## src/sv/cubic_newton_root_finder_core_assert.svh

```systemverilog
// Assertion macros shared by the cubic Newton root finder RTL.
// Plain text header; no dependencies.
`ifndef CUBIC_NEWTON_ROOT_FINDER_CORE_ASSERT_SVH
`define CUBIC_NEWTON_ROOT_FINDER_CORE_ASSERT_SVH

// Same-cycle implication, off during reset.
`define CNRF_ASSERT_IMPL(lbl, clk, rst, ante, cons) \
   lbl: assert property (@(posedge clk) disable iff (rst) (ante) |-> (cons)) \
      else $error("implication check failed");

// Next-cycle implication, off during reset.
`define CNRF_ASSERT_NEXT(lbl, clk, rst, ante, cons) \
   lbl: assert property (@(posedge clk) disable iff (rst) (ante) |=> (cons)) \
      else $error("next-cycle check failed");

// Holds in the cycle after reset is high.
`define CNRF_ASSERT_RESET(lbl, clk, rst, cons) \
   lbl: assert property (@(posedge clk) (rst) |=> (cons)) \
      else $error("reset check failed");

`endif

```

## src/sv/cnrf_pkg.sv

```systemverilog
// Shared types and codes for the cubic Newton root finder.
// No dependencies.
`timescale 1ns / 1ps
`default_nettype none

package cnrf_pkg;

   typedef enum logic [1:0] {
      ST_CONVERGED  = 2'd0,
      ST_EXACT_ZERO = 2'd1,
      ST_ZERO_DERIV = 2'd2,
      ST_LIMIT      = 2'd3
   } status_type;

   localparam logic [1:0] CSR_COEF_LINEAR    = 2'd0;
   localparam logic [1:0] CSR_COEF_CONST     = 2'd1;
   localparam logic [1:0] CSR_TOLERANCE      = 2'd2;
   localparam logic [1:0] CSR_MAX_ITERATIONS = 2'd3;

   localparam int TOL_WIDTH  = 16;
   localparam int ITER_WIDTH = 8;

   typedef struct packed {
      logic [ITER_WIDTH-1:0] iterations;
      status_type            status;
   } res_meta_type;

endpackage

`default_nettype wire

```

## src/sv/cnrf_front.sv

```systemverilog
// Front queue of starting guesses for the cubic Newton root finder.
// Depends on nothing but its parameters.
`timescale 1ns / 1ps
`default_nettype none

module cnrf_front #(
   parameter int WORD_WIDTH = 32
) (
   input  wire logic                  clock,
   input  wire logic                  reset,
   input  wire logic                  push,
   input  wire logic [WORD_WIDTH-1:0] push_data,
   output logic                       full,
   input  wire logic                  pop,
   output logic                       valid,
   output logic [WORD_WIDTH-1:0]      pop_data
);

   logic [WORD_WIDTH-1:0] slot_ff [2];
   logic                  wr_ptr_ff, wr_ptr_in;
   logic                  rd_ptr_ff, rd_ptr_in;
   logic [1:0]            count_ff, count_in;
   logic                  do_push, do_pop;

   assign full     = count_ff == 2'd2;
   assign valid    = count_ff != 2'd0;
   assign pop_data = slot_ff[rd_ptr_ff];
   assign do_push  = push && !full;
   assign do_pop   = pop && valid;

   always_comb begin
      wr_ptr_in = wr_ptr_ff ^ do_push;
      rd_ptr_in = rd_ptr_ff ^ do_pop;
      count_in  = count_ff + {1'b0, do_push} - {1'b0, do_pop};
   end

   always_ff @(posedge clock) begin
      if (reset) begin
         wr_ptr_ff <= 1'b0;
         rd_ptr_ff <= 1'b0;
         count_ff  <= 2'd0;
      end else begin
         wr_ptr_ff <= wr_ptr_in;
         rd_ptr_ff <= rd_ptr_in;
         count_ff  <= count_in;
      end
   end

   always_ff @(posedge clock) begin
      if (do_push) begin
         slot_ff[wr_ptr_ff] <= push_data;
      end
   end

endmodule

`default_nettype wire

```

## src/sv/cnrf_div.sv

```systemverilog
// Bit-serial signed fixed-point divider with saturation, one quotient bit a cycle.
// Depends on nothing but its parameters.
`timescale 1ns / 1ps
`default_nettype none

module cnrf_div #(
   parameter int WORD_WIDTH = 32,
   parameter int FRAC_BITS  = 16
) (
   input  wire logic                  clock,
   input  wire logic                  reset,
   input  wire logic                  start,
   input  wire logic [WORD_WIDTH-1:0] numer,
   input  wire logic [WORD_WIDTH-1:0] denom,
   output logic                       done,
   output logic [WORD_WIDTH-1:0]      quot
);

   localparam int QW = WORD_WIDTH + FRAC_BITS;
   localparam int CW = $clog2(QW + 1);
   localparam logic [CW-1:0] LAST = CW'(QW - 1);
   localparam logic [WORD_WIDTH-1:0] MAXS = {1'b0, {(WORD_WIDTH-1){1'b1}}};
   localparam logic [WORD_WIDTH-1:0] MINS = {1'b1, {(WORD_WIDTH-1){1'b0}}};

   logic [QW-1:0]         work_ff, work_in;
   logic [WORD_WIDTH-1:0] rem_ff, rem_in;
   logic [WORD_WIDTH-1:0] dm_ff, dm_in;
   logic                  neg_ff, neg_in;
   logic [CW-1:0]         cnt_ff, cnt_in;
   logic                  busy_ff, busy_in;
   logic                  done_ff, done_in;
   logic [WORD_WIDTH:0]   trial;
   logic [WORD_WIDTH:0]   diff;
   logic [WORD_WIDTH-1:0] nm;

   always_comb begin
      nm      = numer[WORD_WIDTH-1] ? (~numer + 1'b1) : numer;
      dm_in   = dm_ff;
      neg_in  = neg_ff;
      work_in = work_ff;
      rem_in  = rem_ff;
      cnt_in  = cnt_ff;
      busy_in = busy_ff;
      done_in = 1'b0;
      trial   = {rem_ff, work_ff[QW-1]};
      diff    = trial - {1'b0, dm_ff};
      if (start) begin
         dm_in   = denom[WORD_WIDTH-1] ? (~denom + 1'b1) : denom;
         neg_in  = numer[WORD_WIDTH-1] ^ denom[WORD_WIDTH-1];
         work_in = {nm, {FRAC_BITS{1'b0}}};
         rem_in  = '0;
         cnt_in  = '0;
         busy_in = 1'b1;
      end else if (busy_ff) begin
         // restoring step: remainder stays below the divisor, so it fits a word
         if (!diff[WORD_WIDTH]) begin
            rem_in  = diff[WORD_WIDTH-1:0];
            work_in = {work_ff[QW-2:0], 1'b1};
         end else begin
            rem_in  = trial[WORD_WIDTH-1:0];
            work_in = {work_ff[QW-2:0], 1'b0};
         end
         cnt_in = cnt_ff + 1'b1;
         if (cnt_ff == LAST) begin
            busy_in = 1'b0;
            done_in = 1'b1;
         end
      end
   end

   always_ff @(posedge clock) begin
      if (reset) begin
         busy_ff <= 1'b0;
         done_ff <= 1'b0;
         cnt_ff  <= '0;
      end else begin
         busy_ff <= busy_in;
         done_ff <= done_in;
         cnt_ff  <= cnt_in;
      end
   end

   always_ff @(posedge clock) begin
      work_ff <= work_in;
      rem_ff  <= rem_in;
      dm_ff   <= dm_in;
      neg_ff  <= neg_in;
   end

   assign done = done_ff;

   always_comb begin
      if (|work_ff[QW-1:WORD_WIDTH-1]) begin
         quot = neg_ff ? MINS : MAXS;
      end else begin
         quot = neg_ff ? (~work_ff[WORD_WIDTH-1:0] + 1'b1) : work_ff[WORD_WIDTH-1:0];
      end
   end

endmodule

`default_nettype wire

```

## src/sv/cnrf_engine.sv

```systemverilog
// Newton iteration sequencer: shared multiplier, saturating adds, serial divider.
// Depends on cnrf_pkg, cnrf_div and the assertion header.
`timescale 1ns / 1ps
`default_nettype none
`include "cubic_newton_root_finder_core_assert.svh"

module cnrf_engine #(
   parameter int WORD_WIDTH = 32,
   parameter int FRAC_BITS  = 16
) (
   input  wire logic                              clock,
   input  wire logic                              reset,
   input  wire logic                              in_valid,
   input  wire logic [WORD_WIDTH-1:0]             in_guess,
   output logic                                   in_pop,
   input  wire logic [WORD_WIDTH-1:0]             coef_linear,
   input  wire logic [WORD_WIDTH-1:0]             coef_const,
   input  wire logic [cnrf_pkg::TOL_WIDTH-1:0]    tolerance,
   input  wire logic [cnrf_pkg::ITER_WIDTH-1:0]   max_iterations,
   output logic                                   res_valid,
   input  wire logic                              res_take,
   output logic [WORD_WIDTH-1:0]                  res_root,
   output cnrf_pkg::res_meta_type                 res_meta
);

   localparam int W = WORD_WIDTH;
   localparam logic [W-1:0] MAXS = {1'b0, {(W-1){1'b1}}};
   localparam logic [W-1:0] MINS = {1'b1, {(W-1){1'b0}}};

   typedef enum logic [9:0] {
      S_IDLE  = 10'b0000000001,
      S_SQ    = 10'b0000000010,
      S_CUBE  = 10'b0000000100,
      S_PX    = 10'b0000001000,
      S_SUMF  = 10'b0000010000,
      S_CHK   = 10'b0000100000,
      S_DFCHK = 10'b0001000000,
      S_DIV   = 10'b0010000000,
      S_UPD   = 10'b0100000000,
      S_DONE  = 10'b1000000000
   } state_type;

   function automatic logic [W-1:0] sat_add(input logic [W-1:0] a, input logic [W-1:0] b);
      logic [W:0] s;
      s = {a[W-1], a} + {b[W-1], b};
      if (s[W] != s[W-1]) return s[W] ? MINS : MAXS;
      return s[W-1:0];
   endfunction

   function automatic logic [W-1:0] sat_sub(input logic [W-1:0] a, input logic [W-1:0] b);
      logic [W:0] s;
      s = {a[W-1], a} - {b[W-1], b};
      if (s[W] != s[W-1]) return s[W] ? MINS : MAXS;
      return s[W-1:0];
   endfunction

   function automatic logic [W-1:0] qmul(input logic [W-1:0] a, input logic [W-1:0] b);
      logic [W-1:0]   ma, mb;
      logic [2*W-1:0] prod, m;
      logic           neg;
      ma   = a[W-1] ? (~a + 1'b1) : a;
      mb   = b[W-1] ? (~b + 1'b1) : b;
      neg  = a[W-1] ^ b[W-1];
      prod = {{W{1'b0}}, ma} * {{W{1'b0}}, mb};
      m    = prod >> FRAC_BITS;
      if (|m[2*W-1:W-1]) return neg ? MINS : MAXS;
      return neg ? (~m[W-1:0] + 1'b1) : m[W-1:0];
   endfunction

   state_type state_ff, state_in;
   logic [W-1:0] x_ff, x_in;
   logic [W-1:0] sq_ff, sq_in;
   logic [W-1:0] cube_ff, cube_in;
   logic [W-1:0] px_ff, px_in;
   logic [W-1:0] f_ff, f_in;
   logic [W-1:0] sq2_ff, sq2_in;
   logic [W-1:0] df_ff, df_in;
   logic [W-1:0] q_ff, q_in;
   logic [cnrf_pkg::ITER_WIDTH-1:0] iter_ff, iter_in;
   cnrf_pkg::status_type stat_ff, stat_in;
   logic [W-1:0] mul_a, mul_b, mul_y;
   logic [W-1:0] xn;
   logic [W:0]   dx;
   logic [W:0]   delta;
   logic         div_start, div_done;
   logic [W-1:0] div_quot;

   // one multiplier shared by the three products of a pass
   always_comb begin
      mul_a = x_ff;
      mul_b = x_ff;
      case (state_ff)
         S_CUBE:  mul_a = sq_ff;
         S_PX:    mul_a = coef_linear;
         default: mul_a = x_ff;
      endcase
      mul_y = qmul(mul_a, mul_b);
   end

   cnrf_div #(
      .WORD_WIDTH(WORD_WIDTH),
      .FRAC_BITS (FRAC_BITS)
   ) u_div (
      .clock(clock),
      .reset(reset),
      .start(div_start),
      .numer(f_ff),
      .denom(df_ff),
      .done (div_done),
      .quot (div_quot)
   );

   always_comb begin
      state_in  = state_ff;
      x_in      = x_ff;
      sq_in     = sq_ff;
      cube_in   = cube_ff;
      px_in     = px_ff;
      f_in      = f_ff;
      sq2_in    = sq2_ff;
      df_in     = df_ff;
      q_in      = q_ff;
      iter_in   = iter_ff;
      stat_in   = stat_ff;
      in_pop    = 1'b0;
      div_start = 1'b0;
      xn        = sat_sub(x_ff, q_ff);
      dx        = {x_ff[W-1], x_ff} - {xn[W-1], xn};
      delta     = dx[W] ? (~dx + 1'b1) : dx;
      case (state_ff)
         S_IDLE: begin
            if (in_valid) begin
               in_pop   = 1'b1;
               x_in     = in_guess;
               iter_in  = '0;
               state_in = S_SQ;
            end
         end
         S_SQ: begin
            sq_in    = mul_y;
            state_in = S_CUBE;
         end
         S_CUBE: begin
            cube_in  = mul_y;
            state_in = S_PX;
         end
         S_PX: begin
            px_in    = mul_y;
            state_in = S_SUMF;
         end
         S_SUMF: begin
            f_in     = sat_add(sat_add(cube_ff, px_ff), coef_const);
            sq2_in   = sat_add(sq_ff, sq_ff);
            state_in = S_CHK;
         end
         S_CHK: begin
            if (f_ff == '0) begin
               stat_in  = cnrf_pkg::ST_EXACT_ZERO;
               state_in = S_DONE;
            end else if (iter_ff >= max_iterations) begin
               stat_in  = cnrf_pkg::ST_LIMIT;
               state_in = S_DONE;
            end else begin
               df_in    = sat_add(sat_add(sq2_ff, sq_ff), coef_linear);
               state_in = S_DFCHK;
            end
         end
         S_DFCHK: begin
            if (df_ff == '0) begin
               stat_in  = cnrf_pkg::ST_ZERO_DERIV;
               state_in = S_DONE;
            end else begin
               div_start = 1'b1;
               state_in  = S_DIV;
            end
         end
         S_DIV: begin
            if (div_done) begin
               q_in     = div_quot;
               state_in = S_UPD;
            end
         end
         S_UPD: begin
            x_in    = xn;
            iter_in = iter_ff + 1'b1;
            if (delta <= {{(W+1-cnrf_pkg::TOL_WIDTH){1'b0}}, tolerance}) begin
               stat_in  = cnrf_pkg::ST_CONVERGED;
               state_in = S_DONE;
            end else begin
               state_in = S_SQ;
            end
         end
         S_DONE: begin
            if (res_take) begin
               state_in = S_IDLE;
            end
         end
         default: state_in = S_IDLE;
      endcase
   end

   always_ff @(posedge clock) begin
      if (reset) begin
         state_ff <= S_IDLE;
         iter_ff  <= '0;
      end else begin
         state_ff <= state_in;
         iter_ff  <= iter_in;
      end
   end

   always_ff @(posedge clock) begin
      x_ff    <= x_in;
      sq_ff   <= sq_in;
      cube_ff <= cube_in;
      px_ff   <= px_in;
      f_ff    <= f_in;
      sq2_ff  <= sq2_in;
      df_ff   <= df_in;
      q_ff    <= q_in;
      stat_ff <= stat_in;
   end

   assign res_valid           = state_ff == S_DONE;
   assign res_root            = x_ff;
   assign res_meta.iterations = iter_ff;
   assign res_meta.status     = stat_ff;

   `CNRF_ASSERT_IMPL(a_iter_bound, clock, reset, state_ff != S_IDLE, iter_ff <= max_iterations)
   `CNRF_ASSERT_IMPL(a_div_nonzero, clock, reset, div_start, df_ff != '0)
   `CNRF_ASSERT_IMPL(a_limit_count, clock, reset,
      res_valid && stat_ff == cnrf_pkg::ST_LIMIT, iter_ff == max_iterations)

endmodule

`default_nettype wire

```

## src/sv/cubic_newton_root_finder_core.sv

```systemverilog
// Cubic Newton root finder: x^3 + p*x + q solved from a starting guess per item.
// Each item runs serial passes of three products, sums, checks and the one-bit-a-cycle
// divider (default format Q16.16), one per update; up to 255 updates per item. Guesses
// queue two deep ahead of the engine, and one finished item waits in the result register.
// Depends on cnrf_pkg, cnrf_front, cnrf_engine and the assertion header.
`timescale 1ns / 1ps
`default_nettype none
`include "cubic_newton_root_finder_core_assert.svh"

module cubic_newton_root_finder_core #(
   parameter int WORD_WIDTH = 32,   // signed fixed-point word, 16..64
   parameter int FRAC_BITS  = 16    // fraction bits, 8..30
) (
   input  wire logic                                clock,
   input  wire logic                                reset,
   // item input queue
   input  wire logic                                push,
   output logic                                     full,
   input  wire logic [WORD_WIDTH-1:0]               req_initial_guess,
   // result queue
   output logic                                     empty,
   input  wire logic                                pop,
   output logic [WORD_WIDTH-1:0]                    rsp_root,
   output logic [cnrf_pkg::ITER_WIDTH-1:0]          rsp_iterations,
   output logic [1:0]                               rsp_status,
   // register writes
   input  wire logic                                csr_we,
   input  wire logic [1:0]                          csr_index,
   input  wire logic [WORD_WIDTH-1:0]               csr_wdata
);

   localparam int W = WORD_WIDTH;
   localparam logic [64:0] MAXMAG  = (65'd1 << (W - 1)) - 65'd1;
   localparam logic [64:0] LIN_MAG = 65'd5 << FRAC_BITS;
   localparam logic [64:0] CON_MAG = 65'd3 << FRAC_BITS;
   localparam logic [W-1:0] MAXS = {1'b0, {(W-1){1'b1}}};
   localparam logic [W-1:0] MINS = {1'b1, {(W-1){1'b0}}};
   // p = -5.0 and q = 3.0, clamped where the word cannot hold them
   localparam logic [W-1:0] LIN_RST = (LIN_MAG > MAXMAG) ? MINS : W'(~LIN_MAG + 65'd1);
   localparam logic [W-1:0] CON_RST = (CON_MAG > MAXMAG) ? MAXS : W'(CON_MAG);
   // 0.02 rounded to the fraction grid
   localparam logic [64:0] TOL_RAW = ((65'd1 << (FRAC_BITS + 1)) + 65'd50) / 65'd100;
   localparam logic [cnrf_pkg::TOL_WIDTH-1:0] TOL_RST =
      (TOL_RAW > 65'hFFFF) ? '1 : TOL_RAW[cnrf_pkg::TOL_WIDTH-1:0];
   localparam logic [cnrf_pkg::ITER_WIDTH-1:0] ITER_RST = 8'd64;

   logic [W-1:0]                    coef_linear_ff;
   logic [W-1:0]                    coef_const_ff;
   logic [cnrf_pkg::TOL_WIDTH-1:0]  tolerance_ff;
   logic [cnrf_pkg::ITER_WIDTH-1:0] max_iter_ff;

   logic                   fq_valid, fq_pop;
   logic [W-1:0]           fq_guess;
   logic                   res_valid, res_take;
   logic [W-1:0]           res_root;
   cnrf_pkg::res_meta_type res_meta;

   logic                   out_valid_ff, out_valid_in;
   logic [W-1:0]           out_root_ff;
   cnrf_pkg::res_meta_type out_meta_ff;

   // register file; a write lands whenever csr_we is high, so write only while idle
   always_ff @(posedge clock) begin
      if (reset) begin
         coef_linear_ff <= LIN_RST;
         coef_const_ff  <= CON_RST;
         tolerance_ff   <= TOL_RST;
         max_iter_ff    <= ITER_RST;
      end else if (csr_we) begin
         case (csr_index)
            cnrf_pkg::CSR_COEF_LINEAR:    coef_linear_ff <= csr_wdata;
            cnrf_pkg::CSR_COEF_CONST:     coef_const_ff  <= csr_wdata;
            cnrf_pkg::CSR_TOLERANCE:      tolerance_ff   <= csr_wdata[cnrf_pkg::TOL_WIDTH-1:0];
            cnrf_pkg::CSR_MAX_ITERATIONS: max_iter_ff    <= csr_wdata[cnrf_pkg::ITER_WIDTH-1:0];
            default: ;
         endcase
      end
   end

   // front: accepts guesses into a short queue
   cnrf_front #(
      .WORD_WIDTH(WORD_WIDTH)
   ) u_front (
      .clock    (clock),
      .reset    (reset),
      .push     (push),
      .push_data(req_initial_guess),
      .full     (full),
      .pop      (fq_pop),
      .valid    (fq_valid),
      .pop_data (fq_guess)
   );

   // back: Newton iterations
   cnrf_engine #(
      .WORD_WIDTH(WORD_WIDTH),
      .FRAC_BITS (FRAC_BITS)
   ) u_engine (
      .clock         (clock),
      .reset         (reset),
      .in_valid      (fq_valid),
      .in_guess      (fq_guess),
      .in_pop        (fq_pop),
      .coef_linear   (coef_linear_ff),
      .coef_const    (coef_const_ff),
      .tolerance     (tolerance_ff),
      .max_iterations(max_iter_ff),
      .res_valid     (res_valid),
      .res_take      (res_take),
      .res_root      (res_root),
      .res_meta      (res_meta)
   );

   // result register: engine hands over when the slot is free or being drained
   assign res_take = res_valid && (!out_valid_ff || pop);

   always_comb begin
      out_valid_in = out_valid_ff;
      if (pop && out_valid_ff) out_valid_in = 1'b0;
      if (res_take)            out_valid_in = 1'b1;
   end

   always_ff @(posedge clock) begin
      if (reset) begin
         out_valid_ff <= 1'b0;
      end else begin
         out_valid_ff <= out_valid_in;
      end
   end

   always_ff @(posedge clock) begin
      if (res_take) begin
         out_root_ff <= res_root;
         out_meta_ff <= res_meta;
      end
   end

   assign empty          = !out_valid_ff;
   assign rsp_root       = out_root_ff;
   assign rsp_iterations = out_meta_ff.iterations;
   assign rsp_status     = out_meta_ff.status;

   `CNRF_ASSERT_IMPL(a_take_slot, clock, reset, res_take, !out_valid_ff || pop)
   `CNRF_ASSERT_NEXT(a_take_fills, clock, reset, res_take, out_valid_ff)
   `CNRF_ASSERT_RESET(a_reset_empty, clock, reset, empty)

endmodule

`default_nettype wire
```

## config.mk

```make
export PLATFORM = sky130hd
export DESIGN_NAME = cubic_newton_root_finder_core
export DESIGN_NICKNAME = d
export VERILOG_FILES = /design/src/sv/cnrf_pkg.sv /design/src/sv/cnrf_front.sv /design/src/sv/cnrf_div.sv /design/src/sv/cnrf_engine.sv /design/src/sv/cubic_newton_root_finder_core.sv
export VERILOG_INCLUDE_DIRS = /design/src /design/src/sv
export SDC_FILE = /design/constraint.sdc
export NUM_CORES = 2
export LEC_CHECK = 0
export ABC_AREA = 1
export BUFFER_PORTS_ARGS = -buffer_cell sky130_fd_sc_hd__clkbuf_2
export CORE_MARGIN = 1.5
export CORE_UTILIZATION = 28
export DETAILED_ROUTE_END_ITERATION = 6
export GPL_TIMING_DRIVEN = 1
export PLACE_DENSITY = 0.45
export SLEW_MARGIN = 20
export SYNTH_ARGS = -nofsm -noshare
export SYNTH_HDL_FRONTEND = slang
export SYNTH_SLANG_ARGS = --single-unit
```

## constraint.sdc

```tcl
create_clock -name clock -period 13.9 [get_ports clock]
set_input_delay 1.39 -clock clock [delete_from_list [all_inputs] [get_ports clock]]
set_output_delay 1.39 -clock clock [all_outputs]
set_load 0.02 [all_outputs]
```

==> After elaboration in Yosys (flattened, before gate mapping) <==
Memories as Yosys holds them, arrays and structs flattened. A register that Yosys moved wholly into a read port is not among the register bits.
Index checks and enable logic that the tools add are counted.
{ "word_totals": {"memories": 1, "ramBits": 64, "word_cells": 208, "in_bits": 71, "reg_bits": 532} }
{ "memory_table": {"columns": ["name", "depth", "width", "read_ports", "rd_ports_with_merged_regs", "write_ports", "line_no", "text"], "rows": [
  ["u_front.slot_ff", 2, 32, 1, 1, 1, "cnrf_front.sv:19", "logic [WORD_WIDTH-1:0] slot_ff [2];"]
]} }
{ "op_classes": {"multipliers": 1, "bitwise": 14, "addsub": 19, "n_reduce_logical": 28, "mux": 85, "eq_ne": 27, "order_cmp": 2} }
{ "op_table": {"columns": ["op", "n"], "rows": [
  ["$mux W32", 34],
  ["$add A32 B1 Y32 const B", 6],
  ["$not A32 Y32", 6],
  ["$add A32 B32 Y33", 5],
  ["$pmux W32 S2", 2],
  ["$pmux W10 S10", 1],
  ["$mux W48", 2],
  ["$mux W10", 7],
  ["$sub A32 B32 Y33", 2],
  ["$logic_not A32 Y1", 2],
  ["$mul A32 B32 Y64", 1],
  ["$reduce_or A17 Y1", 2],
  ["$add A33 B1 Y33 const B", 1],
  ["$le A33 B16 Y1", 1],
  ["$mux W33", 1],
  ["$not A33 Y33", 1],
  ["$sub A33 B32 Y33", 1],
  ["$mux W31", 1],
  ["$mux W1", 30],
  ["$pmux W8 S2", 1],
  ["$reduce_and A2 Y1", 6],
  ["$eq A10 B1 Y1 const B", 1],
  ["$eq A10 B10 Y1 const B", 1],
  ["$eq A10 B2 Y1 const B", 1],
  ["other kinds (34)", 60]
]} }

==> Logic depth before layout (Yosys ltp) <==
{ "depth": {"ltp_word": 17, "ltp_mapped": 62} }

==> Hierarchy <==
Synthesis repeated with hierarchy kept, for this count alone.
{ "hier_totals": {"hier_cells": 9607, "hier_area_um2": 74915.6} }
{ "modules_own_cells": {"columns": ["mod", "seq_area_each_um2", "instances", "cells_per_inst", "area_per_inst_um2"], "rows": [
  ["cnrf_engine", 8107.8, 1, 7400, 57706.6],
  ["cnrf_div", 3072.9, 1, 1502, 9663.0],
  ["cubic_newton_root_finder_core", 3042.9, 1, 570, 4850.9],
  ["cnrf_front", 2001.9, 1, 135, 2695.1]
]} }

==> Worst setup path before layout <==
Ideal clock, no wire load.
{ "synth_path": {"path_type": "reg-to-reg", "startpoint": "register u_engine.state_ff[0]", "endpoint": "register u_engine.cube_ff[10], data pin", "path_stages_with_launch": 60, "t_required_ns": 13.622, "setup_ns": 0.278, "synth_period_minus_slack_ns": 10.197, "setup_slack_ns": 3.703, "arrival_ns": 9.919, "n_path_buf": 4, "path_cell_list": "dfxtp_1 > or2_4 > nor2_4 > nand2_4 > nand3_1 > nand2_1 > inv_1 > clkbuf_1 > ha_1 > inv_1 > nor2_4 > nand3_2 > nor2_2 > nand2_1 > nor2_2 > inv_2 > nor2_2 > inv_2 > [24 not listed] > inv_1 > nor4_1 > nand2_1 > nand2_1 > nand2_1 > nand2_1 > nand2_1 > nand2_1 > inv_1 > nand2_1 > o21ai_0 > nor2_1 > nand2_1 > nor2_1 > nand3_1 > nand2_1 > buf_2 > o21ai_0"} }
{ "synth_between": {"elab_chain_cells": 10, "elab_cells_between_ends": 16} }
{ "synth_lines": {"columns": ["item", "line_no", "text"], "rows": [
  ["start: declaration", "cnrf_engine.sv:70", "state_type state_ff, state_in;"],
  ["start signal: assignment", "cnrf_engine.sv:207", "state_ff <= state_in;"],
  ["$eq A10 B4 Y1 or $eq A10 B3 Y1 (tied branches)", "cnrf_engine.sv:92", "case (state_ff)"],
  ["$pmux W32 S2 (*)", "cnrf_engine.sv:92", null],
  ["$not A32 Y32", "cnrf_engine.sv:61", "ma = a[W-1] ? (~a + 1'b1) : a;"],
  ["$add A32 B1 Y32", "cnrf_engine.sv:61", null],
  ["$mux W32", "cnrf_engine.sv:61", null],
  ["$mul A32 B32 Y64", "cnrf_engine.sv:64", "prod = {{W{1'b0}}, ma} * {{W{1'b0}}, mb};"],
  ["$not A32 Y32", "cnrf_engine.sv:67", "return neg ? (~m[W-1:0] + 1'b1) : m[W-1:0];"],
  ["$add A32 B1 Y32", "cnrf_engine.sv:67", null],
  ["$mux W32", "cnrf_engine.sv:67", null],
  ["$mux W32 (*)", "cnrf_engine.sv:67", null],
  ["net u_engine.mul_y[10]", "cnrf_engine.sv:81", "logic [W-1:0] mul_a, mul_b, mul_y;"],
  ["end signal: assignment", "cnrf_engine.sv:215", "cube_ff <= cube_in;"],
  ["end: declaration", "cnrf_engine.sv:73", "logic [W-1:0] cube_ff, cube_in;"]
]} }
Mark *: on every way through the listed nets, which the timed path passes. The rest lies on a longest branch. The select of a mux whose other input is x is not followed.
A chain may end at the register's enable or synchronous reset.

==> Final worst setup path <==
{ "layout_path": {"startpoint": "register u_engine.state_ff[8]", "endpoint": "register u_engine.px_ff[8], data pin"} }
{ "layout_between": {"elab_chain_cells": 10, "elab_cells_between_ends": 16} }
{ "layout_lines": {"columns": ["item", "line_no", "text"], "rows": [
  ["$eq A10 B4 Y1 or $eq A10 B3 Y1 (tied branches)", "cnrf_engine.sv:92", null],
  ["$pmux W32 S2 (*)", "cnrf_engine.sv:92", null],
  ["$not A32 Y32", "cnrf_engine.sv:61", null],
  ["$add A32 B1 Y32", "cnrf_engine.sv:61", null],
  ["$mux W32", "cnrf_engine.sv:61", null],
  ["$mul A32 B32 Y64", "cnrf_engine.sv:64", null],
  ["$not A32 Y32", "cnrf_engine.sv:67", null],
  ["$add A32 B1 Y32", "cnrf_engine.sv:67", null],
  ["$mux W32", "cnrf_engine.sv:67", null],
  ["$mux W32 (*)", "cnrf_engine.sv:67", null],
  ["net u_engine.mul_y[8]", "cnrf_engine.sv:81", null],
  ["end signal: assignment", "cnrf_engine.sv:216", "px_ff <= px_in;"],
  ["end: declaration", "cnrf_engine.sv:74", "logic [W-1:0] px_ff, px_in;"]
]} }
Marked as above.

==> flow_summary.json <==
{
  "final_nets": 10813,
  "critPathLaunchType": "flop",
  "synth_cell_types": 67,
  "postSynthAreaPerCell_um2": 7.91,
  "r2r_start": "u_engine.state_ff[8]$_SDFFE_PP0P_",
  "slowest_stage": "nor2_2",
  "clockRootBuffer": "clkbuf_16",
  "grt_setup_unrepaired": "false",
  "routabilityCongestion": 0.958,
  "io_pins": 115,
  "worstHoldStart": "u_engine.res_root[23]$_DFFE_PP_",
  "tightest_slew_ps": 1260,
  "insertion_delay_ps": 680,
  "timing.final.crit_share_pct": 93.2,
  "holdWs_ps": 462,
  "syn_area_um2": 73300,
  "worst_clock_skew_ps": 53.0,
  "setup_tns_ps": 0,
  "overflow": 0,
  "die-area_um2": 265000,
  "synth_xor_area_share_pct": 4.50,
  "multi_input_area_um2": 49300,
  "dp_hpwl_um": 235000,
  "yosysWarnings": 0,
  "setup_viol": 0,
  "post_cts_buffers": 0,
  "grt_pass1_vias": 63904,
  "cts_tree": "built",
  "fin_crit_ps": 12950,
  "first_pass_iters": 6,
  "post_cts_resized": 0,
  "start_util_pct": 28.2,
  "syn_nets": 10764,
  "synth-main-ff-cell": "edfxtp_1",
  "drt-wirelength-per-cell_um": 22.3,
  "synth.area.top_cells": "fa_1, edfxtp_1, ha_1, inv_1, nand2_1",
  "synthCells": 9268,
  "critPathKind": "reg2reg",
  "cts_buffer_depth": 3,
  "status": "finished, final reports clean",
  "syn2layout_area_growth_pct": 10.4,
  "grt_pass1_wl_um": 423000,
  "die_h_um": 515,
  "path_clk_slew_ps": 60,
  "core-area_um2": 260000,
  "cts.sink_count": 596,
  "row_count": 187,
  "cpMostUsedCell": "nand2_1",
  "synthSimpleGateAreaFrac_pct": 19.4,
  "synth_adder_area_share_pct": 33.6,
  "yosys.area.top_type": "fa_1",
  "drt_wl_total_um": 288000,
  "die_w_um": 515,
  "drc": 0,
  "port_buffers": 114,
  "synth-seq-cells": 596,
  "synth_compound_area_share_pct": 9.59,
  "crit_required_ps": 14390,
  "cts_buffers": 74,
  "fillers": 27912,
  "arrival_ps": 13440,
  "synth_mux_area_share_pct": 0.0546,
  "synth_top_area_share_pct": 24.6,
  "critPathCaptureType": "flop",
  "hold_buffers": 0,
  "htree_levels": 3,
  "hold_viol_final": 0,
  "cp-startpoint": "u_engine.state_ff[8]$_SDFFE_PP0P_",
  "synth_edf_count": 429,
  "ys_seq_area_share_pct": 22.1,
  "drtIter0Drc": 5261,
  "postRouteAntennaNets": 0,
  "layout.cells.non_filler": 12877,
  "slew_headroom_pct": 15.8,
  "slowest_delay_ps": 750,
  "vias": 62696,
  "hp-class": "reg2reg",
  "max_clock_freq_mhz": 77.2,
  "antenna_found_initial": 9,
  "crit_fanout": 34,
  "regArea_um2": 16200,
  "cap_viol_max_count": 0,
  "drive_above_1_share_pct": 5.10,
  "synth_top_family_by_area": "adder cells",
  "grt_start_max_net_pins": 67,
  "drv_slew": 0,
  "async_flop_share_pct": 0,
  "viasPerCell": 4.87,
  "post-place-cells": 12737,
  "grt_util_all_layers_pct": 21.5
}
sequential cells by signal, indices dropped and copies added, names as in the netlist, 2 cells and up:
| name | cells |
|---|---|
| coef_const_ff | 32 |
| max_iter_ff | 8 |
| u_engine.u_div.cnt_ff | 6 |
| u_engine.stat_ff | 2 |
| u_engine.f_ff | 32 |
| u_engine.sq2_ff | 32 |
| u_engine.df_ff | 32 |
| rsp_root | 32 |
| u_engine.state_ff | 10 |
| u_engine.sq_ff | 32 |
| u_engine.u_div.dm_ff | 32 |
| u_engine.px_ff | 32 |
| u_engine.res_root | 32 |
| u_engine.u_div.work_ff | 48 |
| u_front.count_ff | 2 |
| u_engine.cube_ff | 32 |
| rsp_status | 2 |
| u_engine.iter_ff | 8 |
| u_engine.q_ff | 32 |
| u_front.slot_ff | 64 |
| tolerance_ff | 16 |
| rsp_iterations | 8 |
| coef_linear_ff | 32 |
| u_engine.u_div.rem_ff | 32 |
path summary, 6_finish.rpt:
kind / end / slack (ps) / cells after the start
worst max-delay path: u_engine.px_ff[8]$_DFFE_PN_ / 950 / 54
worst min-delay path: rsp_root[23]$_DFFE_PP_ / 460 / 0
worst max register to register: u_engine.px_ff[8]$_DFFE_PN_ / 950 / 54
worst min register to register: rsp_root[23]$_DFFE_PP_ / 460 / 0
per-layer routing:
metal | vias up | global-route usage (%) | part of all wire, %
met3 | 398 | 2.42 | 5.3
met1 | 31218 | 28.7 | 44
met4 | 0 | 8.24 | 4.3
li1 | 29153 | - | -
met5 | - | 0 | 0
met2 | 1927 | 35.6 | 46
cell usage after synthesis, types with 33 or more instances:
cell type and count:
inv_1 1738, nand2_1 1732, nor2_1 1250, fa_1 902, ha_1 523, a21oi_1 484, o21ai_0 477, edfxtp_1 429
xor2_1 247, nand3_1 242, clkbuf_1 235, dfxtp_1 167, xnor2_1 126, nor3_1 119, a31oi_1 64, nand4_1 64
o22ai_1 48, clkinv_1 34, nor4_1 33
cells by family after synthesis:
family / after synthesis
AND/OR/NAND/NOR: 3524
buffers and inverters: 2076
adder cells (fa/ha/maj): 1425
AO/OA/AOI/OAI: 1269
flip-flops: 596
XOR/XNOR: 374
multiplexers: 4
cells in the final DEF (no fill, tap or decap), drive strengths merged, types with 7 or more instances in the layout:
cell type  synthesis  routed
a211oi            11      11
a21boi            28      28
a21o              23      23
a21oi            487     487
a31oi             64      64
and3               8       8
buf               53     147
bufinv             0      10
clkbuf           235     204
clkinv            34      57
clkinvlp           0       7
dfxtp            167     167
edfxtp           429     429
fa               902     902
ha               523     523
inv             1754    1760
nand2           1738    1738
nand3            246     246
nand3b            20      20
nand4             65      65
nor2            1275    1275
nor3             120     120
nor4              33      33
o211ai            33      33
o21a              32      32
o21ai            485     485
o21bai            19      19
o22ai             48      48
o31ai             14      14
or2               11      11
xnor2            126     126
xor2             248     248
critical path, delay by kind of cell, from the launching register on:
| kind | cells | cell delay [ps] |
|---|---|---|
| AOI/OAI and AO/OA | 6 | 960 |
| adders and majority gates | 10 | 4600 |
| buffers and inverters | 12 | 2030 |
| DFF | 1 | 310 |
| and+or+nand+nor | 26 | 4770 |
per-stage QoR:
step | area [µm²] | worst slack, ps | utilization, %
after floorplan | 73300 | 3700 | -
after global placement | 78300 | 1160 | 30.1
after detailed placement | 78300 | 1170 | 30.1
after CTS | 80900 | 1060 | 31.1
after global routing | 80900 | 238 | 31.1
final | 80900 | 949 | 31.1
final cells by class:
cell class,count,area share [%]
clock buffer,90,2.49
clock inverter,46,0.676
tap,3496,5.41
timing repair buffer,261,2.07
antenna,4,0.0124
inverter,1788,8.30
sequential,596,20.1
multi-input combinational,6596,61.0
Power is not shown: default switching activity piles up to over one toggle a cycle in this logic, so the estimate is an artifact.
